`src/design/wstt_pkg.sv`:
```
// Shared types and constants of the windowed slope trend tracker.
// Used by the top level and its checker; depends on nothing else.
`timescale 1ns / 1ps

package wstt_pkg;

	// One request on the input channel.
	typedef struct packed {
		logic [2:0]  channel;
		logic [15:0] sample;
	} in_item_t;

	// One result on the output channel.
	typedef struct packed {
		logic signed [25:0] slope;
		logic               stagnant;
		logic [6:0]         next_depth;
		logic [4:0]         sample_count;
	} out_item_t;

	// Configuration port.
	localparam int PADDR_W = 4;

	localparam logic [1:0] REG_TREND_WINDOW = 2'd0;
	localparam logic [1:0] REG_MAX_DEPTH    = 2'd1;
	localparam logic [1:0] REG_STAG_FLOOR   = 2'd2;

	localparam logic [4:0]  TREND_WINDOW_RST = 5'd16;
	localparam logic [6:0]  MAX_DEPTH_RST    = 7'd3;
	localparam logic [15:0] STAG_FLOOR_RST   = 16'd17;

	// Slope arithmetic.
	localparam int SLOPE_W = 26;
	localparam int QUO_W   = 25;
	localparam logic [QUO_W-1:0] SLOPE_LIMIT = 25'd16777216;

	// Sample counts at which a fit and a stagnation verdict become meaningful.
	localparam int FIT_MIN_SAMPLES  = 2;
	localparam int STAG_MIN_SAMPLES = 3;

endpackage

```
`src/design/wstt_ram.sv`:
```
// Generic single-write, single-read RAM with a registered read port.
// Self-contained; holds the per-channel sample histories.
`timescale 1ns / 1ps

module wstt_ram #(
	parameter int WIDTH = 16,
	parameter int DEPTH = 96
) (
	input  logic                     clk,
	input  logic                     we,
	input  logic [$clog2(DEPTH)-1:0] waddr,
	input  logic [WIDTH-1:0]         wdata,
	input  logic [$clog2(DEPTH)-1:0] raddr,
	output logic [WIDTH-1:0]         rdata
);

	logic [WIDTH-1:0] mem_q [DEPTH];
	logic [WIDTH-1:0] rdata_q;

	always_ff @(posedge clk) begin
		if (we) begin
			mem_q[waddr] <= wdata;
		end
		rdata_q <= mem_q[raddr];
	end

	assign rdata = rdata_q;

endmodule

```
`src/design/wstt_divider.sv`:
```
// Restoring divider producing one quotient bit per cycle, with overflow detection.
// Self-contained; used by the top level for the rounded slope quotient.
`timescale 1ns / 1ps

module wstt_divider #(
	parameter int DVD_W = 41,
	parameter int DVS_W = 21,
	parameter int Q_W   = 25
) (
	input  logic             clk,
	input  logic             arst_n,
	input  logic             start,
	input  logic [DVD_W-1:0] dividend,
	input  logic [DVS_W-1:0] divisor,
	output logic             done,
	output logic             ovf,
	output logic [Q_W-1:0]   quotient
);

	localparam int W     = (DVD_W > DVS_W + Q_W) ? DVD_W : DVS_W + Q_W;
	localparam int CNT_W = $clog2(Q_W + 1);

	logic             busy_q;
	logic             done_q;
	logic [CNT_W-1:0] cnt_q;
	logic [W-1:0]     rem_q;
	logic [W-1:0]     dvs_q;
	logic [Q_W-1:0]   quo_q;
	logic             ovf_q;
	logic             fits_w;

	assign fits_w = rem_q >= dvs_q;

	always_ff @(posedge clk or negedge arst_n) begin
		if (!arst_n) begin
			busy_q <= 1'b0;
			done_q <= 1'b0;
			cnt_q  <= '0;
		end else begin
			done_q <= 1'b0;
			if (start) begin
				busy_q <= 1'b1;
				cnt_q  <= CNT_W'(Q_W);
			end else if (busy_q) begin
				cnt_q <= cnt_q - CNT_W'(1);
				if (cnt_q == CNT_W'(1)) begin
					busy_q <= 1'b0;
					done_q <= 1'b1;
				end
			end
		end
	end

	always_ff @(posedge clk) begin
		if (start) begin
			rem_q <= W'(dividend);
			dvs_q <= W'(divisor) << (Q_W - 1);
			quo_q <= '0;
			// A quotient of Q_W bits is only exact when the dividend is below divisor * 2^Q_W.
			ovf_q <= W'(dividend) >= (W'(divisor) << Q_W);
		end else if (busy_q) begin
			if (fits_w) begin
				rem_q <= rem_q - dvs_q;
			end
			quo_q <= {quo_q[Q_W-2:0], fits_w};
			dvs_q <= dvs_q >> 1;
		end
	end

	assign done     = done_q;
	assign ovf      = ovf_q;
	assign quotient = quo_q;

endmodule

```
`src/design/windowed_slope_trend_tracker_top.sv`:
```
// Top level of the windowed slope trend tracker: config registers, history walk and fit.
// Depends on wstt_pkg, wstt_ram and wstt_divider.
//
//   Channel   Handshake               Payload
//   config    psel/penable/pwrite     paddr, pwdata, prdata (3 registers, 32-bit)
//   input     in_valid / in_ready     wstt_pkg::in_item_t  (channel, sample)
//   output    out_valid / out_ready   wstt_pkg::out_item_t (slope, stagnant, depth, count)
//
// From acceptance, a request walks the history RAM one entry a cycle over the n samples
// now held (at most 16 with a sixteen-entry window), and the rounded quotient comes from
// a divider that yields one bit a cycle.
// A request naming a channel out of range skips the walk and goes to the final load.
// One request is worked on at a time; the next is taken while the result register still
// waits for out_ready, and only the final load of that register stalls behind it.
// Reset empties every history at once; the RAM itself is never cleared.
`timescale 1ns / 1ps

module windowed_slope_trend_tracker_top #(
	parameter int NUM_CHANNELS = 6,
	parameter int WINDOW_MAX   = 16
) (
	input  logic                         clk,
	input  logic                         arst_n,
	input  logic                         psel,
	input  logic                         penable,
	input  logic                         pwrite,
	input  logic [wstt_pkg::PADDR_W-1:0] paddr,
	input  logic [31:0]                  pwdata,
	output logic [31:0]                  prdata,
	output logic                         pready,
	input  logic                         in_valid,
	output logic                         in_ready,
	input  wstt_pkg::in_item_t           in_data,
	output logic                         out_valid,
	input  logic                         out_ready,
	output wstt_pkg::out_item_t          out_data
);

	localparam int CW     = $clog2(WINDOW_MAX + 1);
	localparam int IW     = $clog2(WINDOW_MAX);
	localparam int CHW    = (NUM_CHANNELS > 1) ? $clog2(NUM_CHANNELS) : 1;
	localparam int DEPTH  = NUM_CHANNELS * WINDOW_MAX;
	localparam int AW     = $clog2(DEPTH);
	localparam int SX_W   = 2 * CW;
	localparam int SXX_W  = 3 * CW;
	localparam int SY_W   = 16 + CW;
	localparam int SXY_W  = 16 + 2 * CW;
	localparam int P_W    = 16 + 3 * CW;
	localparam int DEN_W  = 4 * CW;
	localparam int DVD_W  = P_W + 10;
	localparam int DVS_W  = DEN_W + 1;
	localparam int QW     = wstt_pkg::QUO_W;
	localparam int SW     = wstt_pkg::SLOPE_W;

	localparam logic [2:0] ST_IDLE  = 3'd0;
	localparam logic [2:0] ST_WRITE = 3'd1;
	localparam logic [2:0] ST_READ  = 3'd2;
	localparam logic [2:0] ST_MUL   = 3'd3;
	localparam logic [2:0] ST_SUB   = 3'd4;
	localparam logic [2:0] ST_START = 3'd5;
	localparam logic [2:0] ST_DIV   = 3'd6;
	localparam logic [2:0] ST_FIN   = 3'd7;

	// Configuration registers.
	logic [4:0]  trend_window_q;
	logic [6:0]  max_depth_q;
	logic [15:0] stag_floor_q;
	logic        cfg_wr_w;
	logic [1:0]  cfg_idx_w;

	assign cfg_wr_w  = psel && penable && pwrite;
	assign cfg_idx_w = paddr[wstt_pkg::PADDR_W-1:2];
	assign pready    = 1'b1;

	always_ff @(posedge clk or negedge arst_n) begin
		if (!arst_n) begin
			trend_window_q <= wstt_pkg::TREND_WINDOW_RST;
			max_depth_q    <= wstt_pkg::MAX_DEPTH_RST;
			stag_floor_q   <= wstt_pkg::STAG_FLOOR_RST;
		end else if (cfg_wr_w) begin
			case (cfg_idx_w)
				wstt_pkg::REG_TREND_WINDOW: trend_window_q <= pwdata[4:0];
				wstt_pkg::REG_MAX_DEPTH:    max_depth_q    <= pwdata[6:0];
				wstt_pkg::REG_STAG_FLOOR:   stag_floor_q   <= pwdata[15:0];
				default: ;
			endcase
		end
	end

	always_comb begin
		case (cfg_idx_w)
			wstt_pkg::REG_TREND_WINDOW: prdata = 32'(trend_window_q);
			wstt_pkg::REG_MAX_DEPTH:    prdata = 32'(max_depth_q);
			wstt_pkg::REG_STAG_FLOOR:   prdata = 32'(stag_floor_q);
			default:                    prdata = '0;
		endcase
	end

	// Control and datapath registers.
	logic [2:0]        state_q;
	logic [CHW-1:0]    ch_q;
	logic [15:0]       sample_q;
	logic [CW-1:0]     n_q;
	logic [CW-1:0]     k_q;
	logic [IW-1:0]     ptr_q;
	logic [IW-1:0]     heads_q [NUM_CHANNELS];
	logic [CW-1:0]     counts_q [NUM_CHANNELS];
	logic [SX_W-1:0]   sx_q;
	logic [SXX_W-1:0]  sxx_q;
	logic [SY_W-1:0]   sy_q;
	logic [SXY_W-1:0]  sxy_q;
	logic [P_W-1:0]    p1_q;
	logic [P_W-1:0]    p2_q;
	logic [DEN_W-1:0]  p3_q;
	logic [DEN_W-1:0]  p4_q;
	logic [P_W-1:0]    mag_q;
	logic [DEN_W-1:0]  den_q;
	logic              neg_q;
	logic [SW-1:0]     slope_q;
	wstt_pkg::out_item_t out_q;
	logic              out_valid_q;

	// History RAM.
	logic              ram_we_w;
	logic [AW-1:0]     ram_waddr_w;
	logic [AW-1:0]     ram_raddr_w;
	logic [15:0]       ram_rdata_w;

	assign ram_we_w    = state_q == ST_WRITE;
	assign ram_waddr_w = AW'(32'(ch_q) * WINDOW_MAX + 32'(heads_q[ch_q]));
	assign ram_raddr_w = AW'(32'(ch_q) * WINDOW_MAX + 32'(ptr_q));

	wstt_ram #(
		.WIDTH(16),
		.DEPTH(DEPTH)
	) u_ram (
		.clk  (clk),
		.we   (ram_we_w),
		.waddr(ram_waddr_w),
		.wdata(sample_q),
		.raddr(ram_raddr_w),
		.rdata(ram_rdata_w)
	);

	// Divider for the rounded quotient (2|num|*256 + den) / (2*den).
	logic             div_start_w;
	logic             div_done_w;
	logic             div_ovf_w;
	logic [QW-1:0]    div_quo_w;
	logic [DVD_W-1:0] div_dvd_w;
	logic [DVS_W-1:0] div_dvs_w;

	assign div_start_w = state_q == ST_START;
	assign div_dvd_w   = DVD_W'({mag_q, 9'b0}) + DVD_W'(den_q);
	assign div_dvs_w   = {den_q, 1'b0};

	wstt_divider #(
		.DVD_W(DVD_W),
		.DVS_W(DVS_W),
		.Q_W  (QW)
	) u_div (
		.clk     (clk),
		.arst_n  (arst_n),
		.start   (div_start_w),
		.dividend(div_dvd_w),
		.divisor (div_dvs_w),
		.done    (div_done_w),
		.ovf     (div_ovf_w),
		.quotient(div_quo_w)
	);

	// Window clamped to 1..WINDOW_MAX, and the bookkeeping of the appended sample.
	logic [CW-1:0]   win_w;
	logic [CW:0]     cnt_inc_w;
	logic [CW-1:0]   n_new_w;
	logic [CW:0]     head_inc_w;
	logic [CW:0]     start_w;
	logic [IW-1:0]   head_next_w;
	logic [IW-1:0]   ptr_next_w;
	logic [IW-1:0]   x_w;
	logic [IW+15:0]  xy_w;
	logic            load_w;

	always_comb begin
		if (trend_window_q == 5'd0) begin
			win_w = CW'(1);
		end else if (32'(trend_window_q) > WINDOW_MAX) begin
			win_w = CW'(WINDOW_MAX);
		end else begin
			win_w = CW'(trend_window_q);
		end
		cnt_inc_w  = (CW + 1)'(counts_q[ch_q]) + (CW + 1)'(1);
		n_new_w    = ((CW + 1)'(win_w) < cnt_inc_w) ? win_w : cnt_inc_w[CW-1:0];
		head_inc_w = (CW + 1)'(heads_q[ch_q]) + (CW + 1)'(1);
		// Oldest kept entry sits n places behind the slot after the new one.
		if (head_inc_w >= (CW + 1)'(n_new_w)) begin
			start_w = head_inc_w - (CW + 1)'(n_new_w);
		end else begin
			start_w = head_inc_w + (CW + 1)'(WINDOW_MAX) - (CW + 1)'(n_new_w);
		end
		head_next_w = (32'(heads_q[ch_q]) == WINDOW_MAX - 1) ? '0 : heads_q[ch_q] + IW'(1);
		ptr_next_w  = (32'(ptr_q) == WINDOW_MAX - 1) ? '0 : ptr_q + IW'(1);
		x_w         = IW'(k_q - CW'(1));
		xy_w        = (IW + 16)'(x_w) * (IW + 16)'(ram_rdata_w);
	end

	assign load_w = (state_q == ST_FIN) && (!out_valid_q || out_ready);

	always_ff @(posedge clk or negedge arst_n) begin
		if (!arst_n) begin
			state_q <= ST_IDLE;
			k_q     <= '0;
			for (int c = 0; c < NUM_CHANNELS; c++) begin
				heads_q[c]  <= '0;
				counts_q[c] <= '0;
			end
		end else begin
			case (state_q)
				ST_IDLE: begin
					if (in_valid) begin
						if (32'(in_data.channel) >= NUM_CHANNELS) begin
							state_q <= ST_FIN;
						end else begin
							state_q <= ST_WRITE;
						end
					end
				end
				ST_WRITE: begin
					heads_q[ch_q]  <= head_next_w;
					counts_q[ch_q] <= n_new_w;
					k_q            <= '0;
					state_q        <= ST_READ;
				end
				ST_READ: begin
					k_q <= k_q + CW'(1);
					if (k_q == n_q) begin
						state_q <= ST_MUL;
					end
				end
				ST_MUL: state_q <= ST_SUB;
				ST_SUB: begin
					if (32'(n_q) < wstt_pkg::FIT_MIN_SAMPLES || p3_q <= p4_q) begin
						state_q <= ST_FIN;
					end else begin
						state_q <= ST_START;
					end
				end
				ST_START: state_q <= ST_DIV;
				ST_DIV: begin
					if (div_done_w) begin
						state_q <= ST_FIN;
					end
				end
				ST_FIN: begin
					if (load_w) begin
						state_q <= ST_IDLE;
					end
				end
				default: state_q <= ST_IDLE;
			endcase
		end
	end

	always_ff @(posedge clk) begin
		case (state_q)
			ST_IDLE: begin
				ch_q     <= CHW'(in_data.channel);
				sample_q <= in_data.sample;
				// An out-of-range channel reports as an empty history.
				n_q      <= '0;
				slope_q  <= '0;
			end
			ST_WRITE: begin
				n_q   <= n_new_w;
				ptr_q <= IW'(start_w);
				sx_q  <= '0;
				sxx_q <= '0;
				sy_q  <= '0;
				sxy_q <= '0;
			end
			ST_READ: begin
				if (k_q != n_q) begin
					ptr_q <= ptr_next_w;
				end
				// RAM data is registered behind its address, so entry k-1 arrives now.
				if (k_q != '0) begin
					sx_q  <= sx_q + SX_W'(x_w);
					sxx_q <= sxx_q + SXX_W'(x_w) * SXX_W'(x_w);
					sy_q  <= sy_q + SY_W'(ram_rdata_w);
					sxy_q <= sxy_q + SXY_W'(xy_w);
				end
			end
			ST_MUL: begin
				p1_q <= P_W'(n_q) * P_W'(sxy_q);
				p2_q <= P_W'(sx_q) * P_W'(sy_q);
				p3_q <= DEN_W'(n_q) * DEN_W'(sxx_q);
				p4_q <= DEN_W'(sx_q) * DEN_W'(sx_q);
			end
			ST_SUB: begin
				neg_q   <= p2_q > p1_q;
				mag_q   <= (p1_q >= p2_q) ? p1_q - p2_q : p2_q - p1_q;
				den_q   <= p3_q - p4_q;
				slope_q <= '0;
			end
			ST_DIV: begin
				if (div_done_w) begin
					if (div_ovf_w || div_quo_w > wstt_pkg::SLOPE_LIMIT) begin
						slope_q <= neg_q ? SW'(0) - SW'(wstt_pkg::SLOPE_LIMIT)
						                 : SW'(wstt_pkg::SLOPE_LIMIT);
					end else begin
						slope_q <= neg_q ? SW'(0) - SW'(div_quo_w) : SW'(div_quo_w);
					end
				end
			end
			default: ;
		endcase
	end

	// Result fields from the final slope and sample count.
	logic [SW-1:0] slope_mag_w;
	logic          stagnant_w;
	logic          rising_w;
	logic [6:0]    md_w;
	logic [7:0]    span_w;
	logic [7:0]    depth_w;

	always_comb begin
		slope_mag_w = slope_q[SW-1] ? SW'(0) - slope_q : slope_q;
		stagnant_w  = (32'(n_q) >= wstt_pkg::STAG_MIN_SAMPLES)
		              && (slope_mag_w < SW'(stag_floor_q));
		rising_w    = !slope_q[SW-1] && (slope_q > SW'(stag_floor_q));
		md_w        = (max_depth_q == 7'd0) ? 7'd1 : max_depth_q;
		span_w      = 8'(n_q) - 8'd1;
		if (32'(n_q) < wstt_pkg::FIT_MIN_SAMPLES || rising_w) begin
			depth_w = 8'd1;
		end else if (span_w < 8'(md_w) - 8'd1) begin
			depth_w = span_w + 8'd1;
		end else begin
			depth_w = 8'(md_w);
		end
	end

	always_ff @(posedge clk or negedge arst_n) begin
		if (!arst_n) begin
			out_valid_q <= 1'b0;
		end else if (load_w) begin
			out_valid_q <= 1'b1;
		end else if (out_ready) begin
			out_valid_q <= 1'b0;
		end
	end

	always_ff @(posedge clk) begin
		if (load_w) begin
			out_q.slope        <= slope_q;
			out_q.stagnant     <= stagnant_w;
			out_q.next_depth   <= depth_w[6:0];
			out_q.sample_count <= 5'(n_q);
		end
	end

	assign in_ready  = state_q == ST_IDLE;
	assign out_valid = out_valid_q;
	assign out_data  = out_q;

endmodule

```
`config.mk`:
```
export PLATFORM = sky130hd
export DESIGN_NAME = windowed_slope_trend_tracker_top
export DESIGN_NICKNAME = d
export VERILOG_FILES = /design/src/design/wstt_pkg.sv /design/src/design/wstt_ram.sv /design/src/design/wstt_divider.sv /design/src/design/windowed_slope_trend_tracker_top.sv
export SDC_FILE = /design/constraint.sdc
export NUM_CORES = 2
export LEC_CHECK = 0
export BUFFER_PORTS_ARGS = -buffer_cell sky130_fd_sc_hd__buf_2
export CORE_UTILIZATION = 57
export DETAILED_ROUTE_END_ITERATION = 8
export HOLD_SLACK_MARGIN = 0.05
export PLACE_DENSITY = 0.79
export SLEW_MARGIN = 5
export SYNTH_ARGS = -nofsm -noshare
export SYNTH_HDL_FRONTEND = slang
export SYNTH_SLANG_ARGS = --single-unit
export TNS_END_PERCENT = 10
```
`constraint.sdc`:
```
create_clock -name clk -period 11.6 [get_ports clk]
set_clock_uncertainty 0.05 [all_clocks]
set_input_delay 1.16 -clock clk [delete_from_list [all_inputs] [get_ports clk]]
set_output_delay 1.16 -clock clk [all_outputs]
set_load 0.005 [all_outputs]
```
# [Word level (Yosys, flattened, before mapping)]
# Memories as Yosys holds them, arrays and structs flattened. A register that Yosys moved wholly into a read port is not among the register bits.
# Cells that the tools add are included.
[totals] ff_bits=534 latch_bits=0 ram_bits=1536 mem_bits_ro=0 memories=1
[classes] n_addsub=26 multipliers=6 div=0 order_cmp=17 n_eq_ne=20 shift=0 mux=64 bitwise_logic=1 n_reduce_logical=33
[mem_list] memory="u_ram.mem_q" depth=96 width=16 rd=1 rd_ports_with_merged_regs=1 wr=1 line_no="wstt_ram.sv:17" text="logic [WIDTH-1:0] mem_q [DEPTH];"
[op_table] cell="2-to-1 mux 26 bit" n=6
[op_table] cell="2-to-1 mux 41 bit" n=3
[op_table] cell="one-hot mux 26 bit (2 select lines)" n=2
[op_table] cell="2-to-1 mux 45 bit" n=2
[op_table] cell="subtractor 31 bit" n=2
[op_table] cell="one-hot mux 16 bit (3 select lines)" n=1
[op_table] cell="greater-or-equal comparator 41 x 46 -> 1 bit" n=1
[op_table] cell="greater-or-equal comparator 46 x 45 -> 1 bit" n=1
[op_table] cell="subtractor 46 x 45 -> 46 bit" n=1
[op_table] cell="one-hot mux 21 bit (2 select lines)" n=1
[op_table] cell="adder 40 x 20 -> 41 bit" n=1
[op_table] cell="2-to-1 mux 5 bit" n=8
[op_table] cell="greater-or-equal comparator 31 bit" n=1
[op_table] cell="greater-than comparator 31 bit" n=1
[op_table] cell="multiplier 10 x 21 -> 31 bit" n=1
[op_table] cell="multiplier 5 x 26 -> 31 bit" n=1
[op_table] cell="2-to-1 mux 31 bit" n=1
[op_table] cell="bitwise mux 30 bit" n=1
[op_table] cell="one-hot mux 15 bit (2 select lines)" n=1
[op_table] cell="2-to-1 mux 4 bit" n=7
[op_table] cell="adder 26 x 20 -> 26 bit" n=1
[op_table] cell="greater-than comparator 26 x 16 -> 1 bit" n=1
[op_table] cell="less-than comparator 26 x 16 -> 1 bit" n=1
[op_table] cell="subtractor 1 x 25 -> 26 bit, first input constant" n=1
[op_table] cell="71 further kinds" n=120

# [Logic depth before layout (Yosys ltp)]
[depth] word_depth=10 depth_mapped=24

# [Hierarchy]
# A second synthesis with hierarchy kept.
[hier_totals] hier_cells=7883 area_unflattened_um2=108784.3
[by_module_without_submodules] module="wstt_ram" instances=1 cells_each=2614 area_per_inst_um2=59244.3 seq_area_each_um2=46444.5
[by_module_without_submodules] module="windowed_slope_trend_tracker_top" instances=1 cells_each=4387 area_per_inst_um2=41583.6 seq_area_each_um2=11832.6
[by_module_without_submodules] module="wstt_divider" instances=1 cells_each=882 area_per_inst_um2=7956.4 seq_area_each_um2=3148.0

# [Least setup slack after synthesis]
# No wires, ideal clock.
[synth_path] path_type="register to register" startpoint="register sx_q[1]" endpoint="register p2_q[28] (data pin)" setup_ns=0.258 t_arrival_ns=5.591 path_slack_ns=5.701 path_stages_with_launch=25 path_buffers=1 cell_sequence="edfxtp_1 clkbuf_1 nand2_1 fa_1 inv_1 fa_1 inv_1 fa_1 inv_1 fa_1 inv_1 fa_1 inv_1 ha_1 nand2_1 nor3_1 a21oi_1 a311oi_1 o31ai_1 o21ai_0 nand2_1 o21bai_1 a21o_1 a21oi_1 xnor2_1"
[synth_between] elab_chain_len=1
[synth_rtl] element="start: declaration" line_no="windowed_slope_trend_tracker_top.sv:108" text="logic [SX_W-1:0] sx_q;"
[synth_rtl] element="start signal: assignment" line_no="windowed_slope_trend_tracker_top.sv:287" text="sx_q <= sx_q + SX_W'(x_w);"
[synth_rtl] element="multiplier 10 x 21 -> 31 bit" line_no="windowed_slope_trend_tracker_top.sv:295" text="p2_q <= P_W'(sx_q) * P_W'(sy_q);"
[synth_rtl] element="end signal: assignment" line_no="windowed_slope_trend_tracker_top.sv:295"
[synth_rtl] element="end: declaration" line_no="windowed_slope_trend_tracker_top.sv:113" text="logic [P_W-1:0] p2_q;"
# Every way passes these cells.
# A chain may end at the register's enable or synchronous reset.

# [Final worst setup path]
[layout_path] startpoint="register k_q[0]" endpoint="register sxy_q[24] (data pin)"
[layout_between] elab_chain_len=5
[layout_rtl] element="start: declaration" line_no="windowed_slope_trend_tracker_top.sv:104" text="logic [CW-1:0] k_q;"
[layout_rtl] element="start signal: assignment" line_no="windowed_slope_trend_tracker_top.sv:235" text="k_q <= k_q + CW'(1);"
[layout_rtl] element="subtractor 4 x 1 -> 4 bit" line_no="windowed_slope_trend_tracker_top.sv:203" text="x_w = IW'(k_q - CW'(1));"
[layout_rtl] element="multiplier 4 x 16 -> 20 bit" line_no="windowed_slope_trend_tracker_top.sv:204" text="xy_w = (IW + 16)'(x_w) * (IW + 16)'(ram_rdata_w);"
[layout_rtl] element="adder 26 x 20 -> 26 bit" line_no="windowed_slope_trend_tracker_top.sv:290" text="sxy_q <= sxy_q + SXY_W'(xy_w);"
[layout_rtl] element="2-to-1 mux 26 bit" line_no="windowed_slope_trend_tracker_top.sv:286" text="if (k_q != '0) begin"
[layout_rtl] element="one-hot mux 26 bit (2 select lines)" line_no="windowed_slope_trend_tracker_top.sv:265" text="case (state_q)"
[layout_rtl] element="end signal: assignment" line_no="windowed_slope_trend_tracker_top.sv:290"
[layout_rtl] element="end: declaration" line_no="windowed_slope_trend_tracker_top.sv:111" text="logic [SXY_W-1:0] sxy_q;"
# Every way passes these cells. The select of a mux whose other input is x is not followed.

==> run summary <==
The flow ran to the end, but the final reports show violations. The final reports fail on DRC. The worst stage delay on the critical path is 0.91 ns.

After detailed placement, the design holds a cell count of 10,200. Entering global routing, the biggest net connects 131 pins. For this run, the detailed router's first-pass iteration total came to 9. The share of the core filled with cells in the final layout is 62.9%. The mean post-synth cell area came out at 13.8 sq um. The floorplan has about 160 rows.

After synthesis, the largest family of logic cells by area is adder cells. The fmax is 140 MHz. The signal on the critical path passes through inv_1 > ha_1 > inv_1 > nand2_1 > fa_1 > fa_1 > fa_1 > inv_1 > ha_1 > a21oi_1 > nor2b_1 > o21ai_0 > a211oi_1 > o31ai_1 > o221ai_1 > and2_1 > o2111ai_1 > xor2_1 > nor2_1. The clock transition at the registers of the reported paths came out at 0.06 ns. The area of the core region came out at around 190,000 sq um.

Sorting the synthesized cells by area gives the leading types as sky130_fd_sc_hd__edfxtp_1, sky130_fd_sc_hd__mux4_2, sky130_fd_sc_hd__fa_1, sky130_fd_sc_hd__ha_1, sky130_fd_sc_hd__nand2_1. The number of sinks driven by the clock tree is around 2,100. Summed over all nets, the half-perimeter wirelength after detailed placement is roughly 170,000 um.

The number of instances in the synthesized netlist is between 7,000 and 8,000. The worst-path cell with the longest stage delay is sky130_fd_sc_hd__dfrtp_1. After Yosys synthesis, and, or, nand and nor cells account for 8.20% of the synthesized area. The pre-CTS setup slack came out at 4.65 ns. Global routing used 28.7% of the available tracks across all layers.

The arrival time reported for the critical path endpoint is 7.68 ns. The relative area change from synthesis to final layout is 9.79%. The number of global-route vias before repair was 67,500. Summing over every cut layer, the via total after detailed routing is 66,900.

The synthesized netlist devotes 2.59% of its cell area to XOR and XNOR gates. The remaining number of nets flagged by the antenna check after routing is 0. Of the cells placed in the final design, the portion with a size suffix greater than 1 is 12.7%. The number of enable flip-flop cells after synthesis came out at about 1,900. The congestion estimate from routability-driven global placement came to 0.920. At the worst endpoint, the required time is ~12 ns. In the final timing run, aggregate negative setup slack is 0 ns. The number of pins exceeding their max-slew limit in the final report came out at 0. Along the worst path, the maximum fanout reaches 23. The count of buffer and inverter cells on the critical path came out at 3. The layout has 13,100 filler cells. The count of buffers added by post-CTS timing repair for setup is 0.

The total number of H-tree levels is 4. The combined area of all synthesized cells is roughly 110,000 sq um. Multiplexer cells account for 10.3% of the synthesized area.

The cell chosen for the clock root is sky130_fd_sc_hd__clkbuf_16. The number of gates resized after CTS is 0. The number of hold buffers added after CTS was 0.

The die height came out at 437 um. After synthesis the netlist holds a flip-flop and latch count of 2,085. The number of antenna violations at the first check in global routing is 9. The worst setup path is launched from a register.

The top cell type by total area after synthesis is sky130_fd_sc_hd__edfxtp_1. The number of distinct library cells after synthesis is 83. The number of top-level design ports is ~140. The actual slew at the worst max-slew pin is between 1 and 1.5 ns.

In the routed layout, each cell is associated on average with a via count of 6.32. The area fraction in compound gates after synthesis is 6.47%. Of the post-synthesis cell area, the dominant cell type holds between 50% and 60%.

The initial core utilization is a little under three fifths. Setup repair after global routing left no endpoint under its margin. The synthesized netlist devotes between 10% and 20% of its cell area to adder and majority cells. For this run, the number of standard cells in the final layout without fillers is 10,600.

The total number of yosys warnings is 0. The async set-reset flop share out of synthesis came out at 4.70%. The iteration-0 DRC count of the detailed router is ~7,600. After the last flow step, the layout net total stands at 8,812. The cell family contributing the most delay on the critical path is adder cells. The dominant register cell in the synthesized netlist is sky130_fd_sc_hd__edfxtp_1. The maximum count of clock buffers along a single path came out at 3. The aggregate global routing overflow came out at 0. After detailed routing, the total wire length is 275,000 um. The total count of hold-check failures in the final report is 0.

Buffers inserted during clock tree synthesis total 195. The TritonCTS clock tree is done. The max capacitance violation total is 0. The minimum period implied by the final worst setup slack came out at 7.16 ns. The later pin in the worst-skew pair is clocked with a latency of 0.88 ns. Ranked by instance count, the synthesized netlist is headed by sky130_fd_sc_hd__edfxtp_1, sky130_fd_sc_hd__nand2_1, sky130_fd_sc_hd__inv_1, sky130_fd_sc_hd__nor2_1, sky130_fd_sc_hd__ha_1. The floorplan step defined a die boundary enclosing 191,000 sq um.

STA classifies the critical path endpoint as a register. The global-route wire length before repair is a little over 400,000 um. The share of the clock period used by the worst path is approximately three fifths.

In this run the worst hold path is classified as input port to asynchronous set/reset pin. The share of the Yosys chip area taken by registers is 57.0%. The total setup violations reported at the end of the flow came out at 0. The die width is 437 um.

By instance count, the leading cell after synthesis is sky130_fd_sc_hd__edfxtp_1. The number of remaining DRC errors is 28. The average wire per cell in the routed design is 25.9 um.

The critical path is of the register to register type. Input and output buffers added on the ports amount to 100. The worst slew margin relative to its limit came out at 10.0%. The post-route worst setup slack is 4.44 ns.
[sequential cells by signal, summed over array words and instances, names as in the netlist, 30 cells and up]
register,flops
u_div.dvs_q,45
p2_q,31
u_div.rem_q,46
counts_q,30
out_data,39
u_ram.mem_q,1536
p1_q,31
mag_q,31
[cell type report]
| class | count | area, sq um | area share, % |
|---|---|---|---|
| timing repair buffer | 274 | 1880 | 1.59 |
| clock inverter | 124 | 1580 | 1.33 |
| inverter | 604 | 2270 | 1.92 |
| sequential | 2085 | 61400 | 52.0 |
| antenna | 2 | 5.00 | 0.00423 |
| multi-input combinational | 4772 | 42700 | 36.1 |
| clock buffer | 241 | 5210 | 4.41 |
| tap | 2495 | 3120 | 2.64 |
[layout by cell type (no fill, tap or decap), drive strengths merged, types with 26 or more instances in the layout]
cell / netlist / routed
a211oi: 32 / 32
dfrtp: 93 / 93
mux4: 387 / 387
fa: 361 / 361
ha: 457 / 457
clkbuf: 265 / 241
bufinv: 0 / 28
and3: 33 / 33
nand2b: 51 / 51
edfxtp: 1916 / 1916
clkinv: 2 / 86
a21o: 125 / 125
nand4: 54 / 54
o22ai: 27 / 27
nand3: 74 / 74
inv: 602 / 609
xor2: 135 / 135
o21ai: 316 / 316
o31ai: 26 / 26
nor2b: 82 / 82
nand2: 626 / 626
o21a: 40 / 40
o221ai: 45 / 45
nor2: 546 / 546
dfxtp: 71 / 71
mux2i: 208 / 208
a21oi: 299 / 299
and2: 261 / 261
o21bai: 30 / 30
nor3: 61 / 61
buf: 92 / 274
xnor2: 183 / 183
[worst register-to-register path: stages, from the launching register on]
cell and delay, ns:
sky130_fd_sc_hd__dfrtp_1 0.91, sky130_fd_sc_hd__inv_1 0.38, sky130_fd_sc_hd__ha_1 0.77, sky130_fd_sc_hd__inv_1 0.35, sky130_fd_sc_hd__nand2_1 0.20, sky130_fd_sc_hd__fa_1 0.43, sky130_fd_sc_hd__fa_1 0.46, sky130_fd_sc_hd__fa_1 0.49
sky130_fd_sc_hd__inv_1 0.04, sky130_fd_sc_hd__ha_1 0.31, sky130_fd_sc_hd__a21oi_1 0.26, sky130_fd_sc_hd__nor2b_1 0.11, sky130_fd_sc_hd__o21ai_0 0.34, sky130_fd_sc_hd__a211oi_1 0.20, sky130_fd_sc_hd__o31ai_1 0.61, sky130_fd_sc_hd__o221ai_1 0.26
sky130_fd_sc_hd__and2_1 0.24, sky130_fd_sc_hd__o2111ai_1 0.24, sky130_fd_sc_hd__xor2_1 0.20, sky130_fd_sc_hd__nor2_1 0.06
[cells by family (layout without fill, tap and decap cells)]
kind of cell    Yosys count  in the layout
xor+xnor                318            318
compound gates         1111           1111
simple gates           1890           1890
other cells               2             20
flops                  2085           2085
buf+inv                 961           1243
mux                     617            617
fa+ha+maj               818            818
[layer usage]
metal  part of all wire, %  GRT usage, %
met4                   5.3          14.2
met2                    49          47.4
met3                   9.1          5.31
met1                    37          36.7
met5                 0.023             0
[through the flow]
stage | hold slack [ns] | area [sq um]
finish | 0.248 | 118000
global route | 0.255 | 118000
CTS | 0.225 | 118000
detailed placement | 0.401 | 111000
global placement | 0.397 | 111000
floorplan | 0.374 | 108000
[final timing paths]
path | from | to | slack (ns) | depth (start not counted)
worst max-delay path | k_q[0] | sxy_q[24] | 4.44 | 19
worst min-delay path | arst_n | stag_floor_q[15] | 0.25 | 1
worst max register to register | k_q[0] | sxy_q[24] | 4.44 | 19
worst min register to register | sample_q[12] | u_ram.mem_q[71][12] | 0.42 | 0
max in group asynchronous | arst_n | k_q[0] | 9.98 | 2
min in group clk | sample_q[12] | u_ram.mem_q[71][12] | 0.42 | 0
Power is left out: the tool's default activity adds up to more than one toggle a clock period on the data nets, which glitch-free logic cannot reach.
